--- src/hw/rtl/lbpt_pkg.sv ---
// Shared types and constants for the LED blink pattern timer.
// No dependencies; every other file of the block uses this package.
`timescale 1ns / 1ps

package lbpt_pkg;

  localparam int NUM_LEDS_DEFAULT = 3;
  localparam int SLOTS            = 3;

  localparam int GAP_W    = 16;
  localparam int MODE_W   = 2;
  localparam int COUNT_W  = 8;
  localparam int INDEX_W  = 2;
  localparam int LEVELS_W = 3;

  localparam int DATA_W   = 32;
  localparam int ADDR_W   = 5;
  localparam int NUM_REGS = 2 * SLOTS;
  localparam int REG_IDX_W = 3;

  // Low bit of a register index picks the field of a slot.
  localparam logic REG_SEL_MODE = 1'b0;
  localparam logic REG_SEL_GAP  = 1'b1;

  localparam logic OP_TICK = 1'b0;
  localparam logic OP_LOAD = 1'b1;

  localparam logic [MODE_W-1:0] MODE_OFF    = 2'd0;
  localparam logic [MODE_W-1:0] MODE_ON     = 2'd1;
  localparam logic [MODE_W-1:0] MODE_TOGGLE = 2'd2;
  localparam logic [MODE_W-1:0] MODE_OVER   = 2'd3;

  localparam logic [GAP_W-1:0] DEFAULT_GAP0   = 16'd300;
  localparam logic [GAP_W-1:0] TEMP_GAP_RESET = 16'd50;

  typedef struct packed {
    logic               opcode;
    logic [INDEX_W-1:0] led_index;
    logic [GAP_W-1:0]   gap_ticks;
    logic [MODE_W-1:0]  pattern_mode;
    logic [COUNT_W-1:0] repeat_count;
  } item_t;

  typedef struct packed {
    logic [MODE_W-1:0] mode;
    logic [GAP_W-1:0]  gap;
  } led_cfg_t;

endpackage

--- src/hw/rtl/lbpt_item_if.sv ---
// Input channel of the LED blink pattern timer: valid/ready plus one command.
// Depends on lbpt_pkg for field widths.
`timescale 1ns / 1ps

interface lbpt_item_if;
  logic                         valid;
  logic                         ready;
  logic                         opcode;
  logic [lbpt_pkg::INDEX_W-1:0] led_index;
  logic [lbpt_pkg::GAP_W-1:0]   gap_ticks;
  logic [lbpt_pkg::MODE_W-1:0]  pattern_mode;
  logic [lbpt_pkg::COUNT_W-1:0] repeat_count;

  modport source (output valid, opcode, led_index, gap_ticks, pattern_mode, repeat_count,
                  input ready);
  modport sink (input valid, opcode, led_index, gap_ticks, pattern_mode, repeat_count,
                output ready);
endinterface

--- src/hw/rtl/lbpt_result_if.sv ---
// Output channel of the LED blink pattern timer: valid/ready plus LED levels.
// Depends on lbpt_pkg for field widths.
`timescale 1ns / 1ps

interface lbpt_result_if;
  logic                          valid;
  logic                          ready;
  logic [lbpt_pkg::LEVELS_W-1:0] led_levels;

  modport source (output valid, led_levels, input ready);
  modport sink (input valid, led_levels, output ready);
endinterface

--- src/hw/rtl/led_blink_pattern_timer_top.sv ---
// Top level of the LED blink pattern timer: input register, LED slots, result register.
// Depends on lbpt_pkg, lbpt_item_if, lbpt_result_if, lbpt_cfg_regs and lbpt_led_slot.
`timescale 1ns / 1ps

// Usage:
//   item   - command channel. opcode tick advances every LED countdown; opcode load
//            sets the temporary gap, mode and repeat count of the LED at led_index
//            (an index past the last LED is ignored).
//   result - one transfer per command, carrying the LED levels after that command.
//   APB    - default mode and gap of each LED at byte address 8*led (mode) and
//            8*led+4 (gap). Write only while no command is in flight.
// Flow: an accepted command waits in the input register; once the result register is
// free, it is applied to the LED slots and its levels are loaded into the result register.
// One command per cycle is sustained while the receiver takes every result; the rate is
// set by the input register and the result register, with the per-LED decrement and mode select between them.
// Reset (synchronous, rst high): countdowns 0, LEDs dark, temporary mode toggle with
// gap 50 and no repeats, LED 0 default toggle with a reload gap of 300 ticks, others off.
// When the receiver stalls, the result is held, one more command waits in the input
// register, and item.ready drops until the result is taken.
module led_blink_pattern_timer_top #(
  parameter int NUM_LEDS = lbpt_pkg::NUM_LEDS_DEFAULT
) (
  input  logic                        clk,
  input  logic                        rst,
  lbpt_item_if.sink                   item,
  lbpt_result_if.source               result,
  input  logic                        psel,
  input  logic                        penable,
  input  logic                        pwrite,
  input  logic [lbpt_pkg::ADDR_W-1:0] paddr,
  input  logic [lbpt_pkg::DATA_W-1:0] pwdata,
  output logic [lbpt_pkg::DATA_W-1:0] prdata,
  output logic                        pready
);

  lbpt_pkg::item_t            item_q;
  logic                       item_valid;
  logic                       advance;
  logic                       res_valid;
  logic [lbpt_pkg::LEVELS_W-1:0] res_levels;
  logic [NUM_LEDS-1:0]        lit_next;
  lbpt_pkg::led_cfg_t         dflt [lbpt_pkg::SLOTS];

  assign advance    = item_valid && (!res_valid || result.ready);
  assign item.ready = !item_valid || advance;

  always_ff @(posedge clk) begin
    if (rst) begin
      item_valid <= 1'b0;
    end else if (item.ready) begin
      item_valid <= item.valid;
    end
  end

  always_ff @(posedge clk) begin
    if (item.valid && item.ready) begin
      item_q.opcode       <= item.opcode;
      item_q.led_index    <= item.led_index;
      item_q.gap_ticks    <= item.gap_ticks;
      item_q.pattern_mode <= item.pattern_mode;
      item_q.repeat_count <= item.repeat_count;
    end
  end

  lbpt_cfg_regs u_cfg (
    .clk     (clk),
    .rst     (rst),
    .psel    (psel),
    .penable (penable),
    .pwrite  (pwrite),
    .paddr   (paddr),
    .pwdata  (pwdata),
    .prdata  (prdata),
    .pready  (pready),
    .dflt    (dflt)
  );

  for (genvar i = 0; i < NUM_LEDS; i++) begin : g_led
    lbpt_led_slot u_slot (
      .clk      (clk),
      .rst      (rst),
      .step     (advance),
      .item     (item_q),
      .load_hit (item_q.led_index == lbpt_pkg::INDEX_W'(i)),
      .dflt     (dflt[i]),
      .lit_next (lit_next[i])
    );
  end

  always_ff @(posedge clk) begin
    if (rst) begin
      res_valid <= 1'b0;
    end else if (advance) begin
      res_valid <= 1'b1;
    end else if (result.ready) begin
      res_valid <= 1'b0;
    end
  end

  always_ff @(posedge clk) begin
    if (advance) begin
      res_levels <= lbpt_pkg::LEVELS_W'(lit_next);
    end
  end

  assign result.valid      = res_valid;
  assign result.led_levels = res_levels;

  a_ready_when_out_free: assert property (@(posedge clk) disable iff (rst)
    !res_valid |-> item.ready)
    else $error("input stalled while result register is free");

  a_advance_gives_result: assert property (@(posedge clk) disable iff (rst)
    advance |=> res_valid)
    else $error("applied command left no result");

  a_held_command_kept: assert property (@(posedge clk) disable iff (rst)
    item_valid && !advance |=> item_valid)
    else $error("waiting command dropped");

  a_unused_levels_dark: assert property (@(posedge clk) disable iff (rst)
    res_valid |-> (res_levels >> NUM_LEDS) == '0)
    else $error("level bit set for a missing LED");

endmodule

--- src/hw/rtl/lbpt_cfg_regs.sv ---
// APB-style register file holding the default mode and gap of each LED.
// Depends on lbpt_pkg.
`timescale 1ns / 1ps

module lbpt_cfg_regs (
  input  logic                        clk,
  input  logic                        rst,
  input  logic                        psel,
  input  logic                        penable,
  input  logic                        pwrite,
  input  logic [lbpt_pkg::ADDR_W-1:0] paddr,
  input  logic [lbpt_pkg::DATA_W-1:0] pwdata,
  output logic [lbpt_pkg::DATA_W-1:0] prdata,
  output logic                        pready,
  output lbpt_pkg::led_cfg_t          dflt [lbpt_pkg::SLOTS]
);

  logic [lbpt_pkg::REG_IDX_W-1:0] reg_idx;
  logic [lbpt_pkg::REG_IDX_W-2:0] slot;
  logic                           in_range;
  logic                           wr_en;

  assign reg_idx  = paddr[lbpt_pkg::ADDR_W-1:2];
  assign slot     = reg_idx[lbpt_pkg::REG_IDX_W-1:1];
  assign in_range = 32'(reg_idx) < lbpt_pkg::NUM_REGS;
  assign wr_en    = psel && penable && pwrite && pready && in_range;
  assign pready   = 1'b1;

  always_ff @(posedge clk) begin
    if (rst) begin
      for (int i = 0; i < lbpt_pkg::SLOTS; i++) begin
        if (i == 0) begin
          dflt[i].mode <= lbpt_pkg::MODE_TOGGLE;
          dflt[i].gap  <= lbpt_pkg::DEFAULT_GAP0;
        end else begin
          dflt[i].mode <= lbpt_pkg::MODE_OFF;
          dflt[i].gap  <= '0;
        end
      end
    end else if (wr_en) begin
      if (reg_idx[0] == lbpt_pkg::REG_SEL_MODE) begin
        dflt[slot].mode <= pwdata[lbpt_pkg::MODE_W-1:0];
      end else begin
        dflt[slot].gap <= pwdata[lbpt_pkg::GAP_W-1:0];
      end
    end
  end

  always_comb begin
    prdata = '0;
    if (in_range) begin
      if (reg_idx[0] == lbpt_pkg::REG_SEL_GAP) begin
        prdata = lbpt_pkg::DATA_W'(dflt[slot].gap);
      end else begin
        prdata = lbpt_pkg::DATA_W'(dflt[slot].mode);
      end
    end
  end

endmodule

--- src/hw/rtl/lbpt_led_slot.sv ---
// State and step logic of one LED: countdown, temporary pattern and level.
// Depends on lbpt_pkg.
`timescale 1ns / 1ps

module lbpt_led_slot (
  input  logic               clk,
  input  logic               rst,
  input  logic               step,
  input  lbpt_pkg::item_t    item,
  input  logic               load_hit,
  input  lbpt_pkg::led_cfg_t dflt,
  output logic               lit_next
);

  logic [lbpt_pkg::GAP_W-1:0]   countdown, countdown_next;
  logic [lbpt_pkg::MODE_W-1:0]  temp_mode, temp_mode_next;
  logic [lbpt_pkg::COUNT_W-1:0] temp_count, temp_count_next;
  logic [lbpt_pkg::GAP_W-1:0]   temp_gap, temp_gap_next;
  logic                         lit;
  logic                         use_temp;
  logic [lbpt_pkg::MODE_W-1:0]  act_mode;

  assign use_temp = temp_count != '0;
  assign act_mode = use_temp ? temp_mode : dflt.mode;

  always_comb begin
    countdown_next  = countdown;
    temp_mode_next  = temp_mode;
    temp_count_next = temp_count;
    temp_gap_next   = temp_gap;
    lit_next        = lit;
    if (step) begin
      if (item.opcode == lbpt_pkg::OP_LOAD) begin
        if (load_hit) begin
          temp_gap_next   = item.gap_ticks;
          temp_mode_next  = item.pattern_mode;
          temp_count_next = item.repeat_count;
        end
      end else if (countdown != '0) begin
        countdown_next = countdown - 16'd1;
      end else begin
        countdown_next = use_temp ? temp_gap : dflt.gap;
        if (use_temp) begin
          temp_count_next = temp_count - 8'd1;
        end
        case (act_mode)
          lbpt_pkg::MODE_OFF:    lit_next = 1'b0;
          lbpt_pkg::MODE_ON:     lit_next = 1'b1;
          lbpt_pkg::MODE_TOGGLE: lit_next = ~lit;
          default: begin
            // over: act only while the temporary mode is over, then clear it
            if (temp_mode == lbpt_pkg::MODE_OVER) begin
              lit_next       = ~lit;
              temp_mode_next = lbpt_pkg::MODE_OFF;
            end
          end
        endcase
      end
    end
  end

  always_ff @(posedge clk) begin
    if (rst) begin
      countdown  <= '0;
      temp_mode  <= lbpt_pkg::MODE_TOGGLE;
      temp_count <= '0;
      temp_gap   <= lbpt_pkg::TEMP_GAP_RESET;
      lit        <= 1'b0;
    end else begin
      countdown  <= countdown_next;
      temp_mode  <= temp_mode_next;
      temp_count <= temp_count_next;
      temp_gap   <= temp_gap_next;
      lit        <= lit_next;
    end
  end

endmodule

--- src/flat_wrapper.sv ---
// flat-port wrapper written by rule: the top's interface ports become plain ports
module led_blink_pattern_timer_top_flat 
#(
  parameter int NUM_LEDS = lbpt_pkg::NUM_LEDS_DEFAULT
)
  (clk, rst, psel, penable, pwrite, paddr, pwdata, prdata, pready, item_valid, item_opcode, item_led_index, item_gap_ticks, item_pattern_mode, item_repeat_count, item_ready, result_valid, result_led_levels, result_ready);
  lbpt_item_if item_i ();
  lbpt_result_if result_i ();
  input  logic clk;
  input  logic rst;
  input  logic psel;
  input  logic penable;
  input  logic pwrite;
  input  logic [lbpt_pkg::ADDR_W-1:0] paddr;
  input  logic [lbpt_pkg::DATA_W-1:0] pwdata;
  output logic [lbpt_pkg::DATA_W-1:0] prdata;
  output logic pready;
  input wire logic [$bits(item_i.valid)-1:0] item_valid;
  input wire logic [$bits(item_i.opcode)-1:0] item_opcode;
  input wire logic [$bits(item_i.led_index)-1:0] item_led_index;
  input wire logic [$bits(item_i.gap_ticks)-1:0] item_gap_ticks;
  input wire logic [$bits(item_i.pattern_mode)-1:0] item_pattern_mode;
  input wire logic [$bits(item_i.repeat_count)-1:0] item_repeat_count;
  output wire logic [$bits(item_i.ready)-1:0] item_ready;
  output wire logic [$bits(result_i.valid)-1:0] result_valid;
  output wire logic [$bits(result_i.led_levels)-1:0] result_led_levels;
  input wire logic [$bits(result_i.ready)-1:0] result_ready;
  assign item_i.valid = item_valid;
  assign item_i.opcode = item_opcode;
  assign item_i.led_index = item_led_index;
  assign item_i.gap_ticks = item_gap_ticks;
  assign item_i.pattern_mode = item_pattern_mode;
  assign item_i.repeat_count = item_repeat_count;
  assign item_ready = item_i.ready;
  assign result_valid = result_i.valid;
  assign result_led_levels = result_i.led_levels;
  assign result_i.ready = result_ready;
  led_blink_pattern_timer_top #(.NUM_LEDS(NUM_LEDS)) u_core (.clk(clk), .rst(rst), .item(item_i), .result(result_i), .psel(psel), .penable(penable), .pwrite(pwrite), .paddr(paddr), .pwdata(pwdata), .prdata(prdata), .pready(pready));
endmodule
--- config.mk ---
export PLATFORM = sky130hd
export DESIGN_NAME = led_blink_pattern_timer_top_flat
export DESIGN_NICKNAME = d
export VERILOG_FILES = /design/src/hw/rtl/lbpt_pkg.sv /design/src/hw/rtl/lbpt_item_if.sv /design/src/hw/rtl/lbpt_result_if.sv /design/src/hw/rtl/led_blink_pattern_timer_top.sv /design/src/hw/rtl/lbpt_cfg_regs.sv /design/src/hw/rtl/lbpt_led_slot.sv /design/src/flat_wrapper.sv
export SDC_FILE = /design/constraint.sdc
export NUM_CORES = 1
export LEC_CHECK = 0
export ABC_AREA = 1
export BUFFER_PORTS_ARGS = -buffer_cell sky130_fd_sc_hd__buf_2
export CAP_MARGIN = 10
export CELL_PAD_IN_SITES_DETAIL_PLACEMENT = 2
export CELL_PAD_IN_SITES_GLOBAL_PLACEMENT = 2
export CORE_AREA = 2 2 290 149
export CTS_CLUSTER_SIZE = 16
export DETAILED_ROUTE_END_ITERATION = 10
export DIE_AREA = 0 0 292 151
export GPL_ROUTABILITY_DRIVEN = 0
export PLACE_DENSITY_LB_ADDON = 0.1
export SLEW_MARGIN = 20
export SYNTH_ARGS = -nofsm -noshare
export SYNTH_HDL_FRONTEND = slang
export SYNTH_HIERARCHICAL = 1
export SYNTH_SLANG_ARGS = --single-unit
--- constraint.sdc ---
create_clock -name clk -period 2.1 [get_ports clk]
set_clock_uncertainty 0.15 [all_clocks]
set_input_delay 0.315 -clock clk [delete_from_list [all_inputs] [get_ports clk]]
set_output_delay 0.315 -clock clk [all_outputs]
set_load 0.005 [all_outputs]
==> metrics.log <==
[metrics] Warnings, synthesis: 6
[metrics] Post-synth EDFFs: 32
[metrics] clock period minus final worst setup slack: about 2 ns
[metrics] placement-stage cell area: 13500 sq um
[metrics] die area: ~44000 sq um
[metrics] placeable core region: just over 40000 sq um
[metrics] Worst-Margin Slew: between 0.6 and 0.7 ns
[metrics] maximum level of the CTS H-tree: 1
[metrics] number of design rule violations left after detail routing: 0
[metrics] RSZ-0062 raised after global routing: true
[metrics] Gate Count Post-Synth: 1799
[metrics] wire length of the first global-routing pass: ~80 mm
[metrics] Clk Latency, worst-skew pair: about 0.55 ns
[metrics] horizontal die dimension: 292 microns
[metrics] filler-free cell count of the finished design: approximately 2500
[metrics] number of global-route vias before repair: roughly 13000
[metrics] CP startpoint kind: register
[metrics] initial antenna violation count: 0
[metrics] critical path endpoint category: register
[metrics] Fmax achieved: approximately 0.5 GHz
[metrics] number of routed nets with antenna violations: 0
[metrics] Final setup viols: 0
[metrics] Layout area overhead: 22.1%
[metrics] post-DP HPWL: between 30 and 40 mm
[metrics] slowest cell delay on critical path: between 0.3 and 0.4 ns
[metrics] power density over cell area: roughly 840 nW/um^2
[metrics] Critical Path AT: around 2.2 ns
[metrics] area share of the largest cell type after synthesis: a little under a third
[metrics] vias after detailed routing: around 13000
[metrics] worst path cell trace: inv_1 -> ha_1 -> inv_1 -> nor2_1 -> nand2_1 -> nor2_4 -> nand3_4 -> inv_2 -> nand2_1 -> inv_1 -> nand2_1 -> nand2_2 -> inv_1
[metrics] worst min-delay path class: in -> reg
[metrics] share of async-settable or async-resettable flops after synthesis: 0%
[metrics] mean instance size in the synthesized netlist: just under 7 sq um
[metrics] maximum fanout along the worst path: 5
[metrics] static leakage: 6.85 nW
[metrics] cell accounting for the most synthesized area: sky130_fd_sc_hd__dfxtp_1
[metrics] clock sink count: ~220
[metrics] headroom to the max-slew limit: a little under three fifths
[metrics] sum of routed wire length over all layers: between 50 and 60 mm
[metrics] final clock period utilization by the worst path: between 90% and 100%
[metrics] root cell of the clock tree: sky130_fd_sc_hd__clkbuf_16
[metrics] post-synthesis instance area: approximately 12000 sq um
[metrics] fraction of layout cells with a size suffix above 1: between 10% and 20%
[metrics] floorplan die height: approximately 150 microns
[metrics] violation count after the first detailed-routing iteration: about 730
[metrics] Synth area leaders: sky130_fd_sc_hd__dfxtp_1 30%, sky130_fd_sc_hd__nand2_1 16%, sky130_fd_sc_hd__edfxtp_1 7.8%
[metrics] outcome: finished, final reports clean
[metrics] sequential element share of the synthesized area: between 30% and 40%
[metrics] flip-flop and latch count after synthesis: 217
[metrics] net total in the final layout: 2053
[metrics] family with the most delay on the worst path: simple AND/OR/NAND/NOR gates
[metrics] CTS clk-pin slew, worst paths: about 0.070 ns
[metrics] total buffers and inverters traversed by the critical path: 5
[metrics] Unique masters post-synth: 44
[metrics] critical path's slowest cell: sky130_fd_sc_hd__dfxtp_1
[metrics] required time of the critical path: approximately 2.3 ns
[metrics] Antenna Diode Count: 0
[metrics] detailed-route wire length per cell: 21.0 microns
[metrics] predominant post-synthesis flop cell: sky130_fd_sc_hd__dfxtp_1
[metrics] Inserted Clock Buffers: 24
[metrics] most used cell, CP: sky130_fd_sc_hd__inv_1
[metrics] largest net degree at the start of global routing: 55
[metrics] post-detailed-route via-to-cell ratio: about 5
[metrics] number of I/O port buffers: 75
[metrics] highest ir drop seen on vdd: around 0.00050 V
[metrics] effective utilization at floorplan: between 20% and 30%
[metrics] Final Max Tran Viols: 0
[metrics] # IOs: about 110
[metrics] number of optimization iterations in the first detailed-route pass: 5
[metrics] aggregate global routing overflow: 0
[metrics] CTS tree: done
[metrics] finished layout cell area: approximately 15000 sq um
[metrics] dpl cells: between 2000 and 2500
[metrics] final count of hold timing violations: 0
[metrics] WS Path Type: reg -> reg
[metrics] buffer levels on the longest clock path: 3
[metrics] aggregate global-route resource usage: about a quarter
[metrics] max-cap viol count: 0
[metrics] Std-Cell Rows: between 50 and 60
worst min-delay path, delay by kind of cell:
kind | cells | cell delay, ns
buf+inv | 2 | 0.16
simple gates | 3 | 0.21
Yosys cell counts, types with 4 or more instances:
library cell	count
sky130_fd_sc_hd__dfxtp_1	185
sky130_fd_sc_hd__o21ai_0	106
sky130_fd_sc_hd__xor2_1	9
sky130_fd_sc_hd__nand4_1	20
sky130_fd_sc_hd__nor3_1	5
sky130_fd_sc_hd__o21ai_1	11
sky130_fd_sc_hd__buf_4	24
sky130_fd_sc_hd__nand3_2	20
sky130_fd_sc_hd__inv_1	202
sky130_fd_sc_hd__a21oi_2	7
sky130_fd_sc_hd__or2_2	5
sky130_fd_sc_hd__buf_6	13
sky130_fd_sc_hd__a21oi_1	118
sky130_fd_sc_hd__buf_2	13
sky130_fd_sc_hd__o211ai_1	20
sky130_fd_sc_hd__a31oi_1	4
sky130_fd_sc_hd__nand2_2	20
sky130_fd_sc_hd__ha_1	12
sky130_fd_sc_hd__edfxtp_1	32
sky130_fd_sc_hd__xnor2_1	6
sky130_fd_sc_hd__or2_1	4
sky130_fd_sc_hd__clkbuf_1	23
sky130_fd_sc_hd__inv_2	11
sky130_fd_sc_hd__nand3_1	123
sky130_fd_sc_hd__nand2_1	512
sky130_fd_sc_hd__nor2_1	203
sky130_fd_sc_hd__nand2_4	8
sky130_fd_sc_hd__nor2_2	29
sky130_fd_sc_hd__o21ai_2	6
sky130_fd_sc_hd__nor2_4	19
where the power goes:
part | internal, W | total (W) | switching, W
registers | 0.00440 | 0.00462 | 0.000215
clock network | 0.00249 | 0.00441 | 0.00192
logic | 0.00126 | 0.00361 | 0.00235
cells by family (layout without fill, tap and decap cells):
logic type               after synthesis  in the layout  synth area share, %
other                                  2             17               0.0611
AND/OR/NAND/NOR                      974            976                 36.0
buffers and inverters                300            470                 11.3
AO/OA/AOI/OAI                        279            279                 12.4
adder cells (fa/ha/maj)               12             12                 1.22
XOR/XNOR                              15             15                 1.07
flip-flops                           217            217                 38.0
metal layers:
layer / GRT usage (%) / vias up / part of all wire, %
met4: 3.32 / 0 / 1.5
met1: 36.5 / 6255 / 54
met2: 35.1 / 205 / 40
met3: 2.91 / 56 / 4.4
met5: 0 / - / 0
li1: - / 6022 / -
state kept, by name (all words and copies together), names as in the netlist:
register	flops
u_core/g_led.u_slot/temp_mode	6
u_core/g_led.u_slot/temp_count	24
u_core/u_cfg/dflt	54
u_core/g_led.u_slot/countdown	48
u_core/g_led.u_slot/temp_gap	48
u_core/result.led_levels	3
u_core/g_led.u_slot/lit	3
u_core/item_valid	1
u_core/item_q	29
u_core/result.valid	1
layout make-up:
cell class	instances	area (sq um)
clock buffer	32	672
clock inverter	12	109
fill	4953	26400
inverter	218	837
multi-input combinational	1299	6390
sequential	217	4660
tap	550	688
timing repair buffer	208	1640
through the flow:
step | TNS (ns) | utilization, % | setup slack (ns) | power [W] | hold slack, ns
4_1_cts | 0 | 35.5 | 0.00313 | 0.0124 | 0.00108
6_report | 0 | 36.2 | 0.0481 | 0.0126 | 0.0203
3_5_place_dp | -0.242 | 32.6 | -0.0527 | 0.00790 | 0.299
3_3_place_gp | 0 | 32.6 | 0.00302 | 0.00776 | 0.285
2_1_floorplan | 0 | - | 0.0790 | 0.00674 | 0.227
5_1_grt | -0.105 | 36.2 | -0.0760 | 0.0133 | 0.0510
placed cells by master, fill, tap and decap left out, types with 7 or more instances in the layout:
cell | Yosys | final
sky130_fd_sc_hd__dfxtp_1 | 185 | 185
sky130_fd_sc_hd__o21ai_1 | 11 | 14
sky130_fd_sc_hd__o211ai_1 | 20 | 20
sky130_fd_sc_hd__conb_1 | 2 | 17
sky130_fd_sc_hd__nor2_2 | 29 | 32
sky130_fd_sc_hd__inv_2 | 11 | 15
sky130_fd_sc_hd__ha_1 | 12 | 12
sky130_fd_sc_hd__buf_12 | 0 | 12
sky130_fd_sc_hd__clkinv_2 | 1 | 7
sky130_fd_sc_hd__nor2_1 | 203 | 200
sky130_fd_sc_hd__edfxtp_1 | 32 | 32
sky130_fd_sc_hd__nand2_4 | 8 | 10
sky130_fd_sc_hd__buf_4 | 24 | 75
sky130_fd_sc_hd__xor2_1 | 9 | 9
sky130_fd_sc_hd__buf_2 | 13 | 76
sky130_fd_sc_hd__a21oi_2 | 7 | 8
sky130_fd_sc_hd__o21ai_0 | 106 | 103
sky130_fd_sc_hd__a21oi_1 | 118 | 116
sky130_fd_sc_hd__nor2_4 | 19 | 21
sky130_fd_sc_hd__nand2_1 | 512 | 505
sky130_fd_sc_hd__clkbuf_16 | 0 | 25
sky130_fd_sc_hd__nand3_2 | 20 | 19
sky130_fd_sc_hd__dlygate4sd3_1 | 0 | 40
sky130_fd_sc_hd__nand4_1 | 20 | 20
sky130_fd_sc_hd__nand3_1 | 123 | 121
sky130_fd_sc_hd__inv_1 | 202 | 198
sky130_fd_sc_hd__nand2_2 | 20 | 25
final timing paths:
path | start | to | slack (ns) | depth (start not counted)
worst max register to register | u_core/g_led[1].u_slot/countdown[1]$_SDFFE_PP0P_ | u_core/result.led_levels[1]$_DFFE_PP_ | 0.05 | 13
worst min-delay path | pwdata[4] | u_core/u_cfg/dflt[4]$_SDFFE_PP0P_ | 0.02 | 5
worst min register to register | u_core/g_led[1].u_slot/temp_gap[13]$_SDFFE_PP0P_ | u_core/g_led[1].u_slot/temp_gap[13]$_SDFFE_PP0P_ | 0.30 | 2
worst max-delay path | u_core/g_led[1].u_slot/countdown[1]$_SDFFE_PP0P_ | u_core/result.led_levels[1]$_DFFE_PP_ | 0.05 | 13
timing repair:
item                                    4_1_cts  5_1_grt
hold endpoints to repair                     51        0
endpoints found under the setup margin        3       41
gates cloned                                  0        3
resized for setup                             2       32
hold buffers                                 40        0
pin swaps                                     0       12
setup buffers                                 0       20
Note: power is estimated with default switching activity, not from simulation.
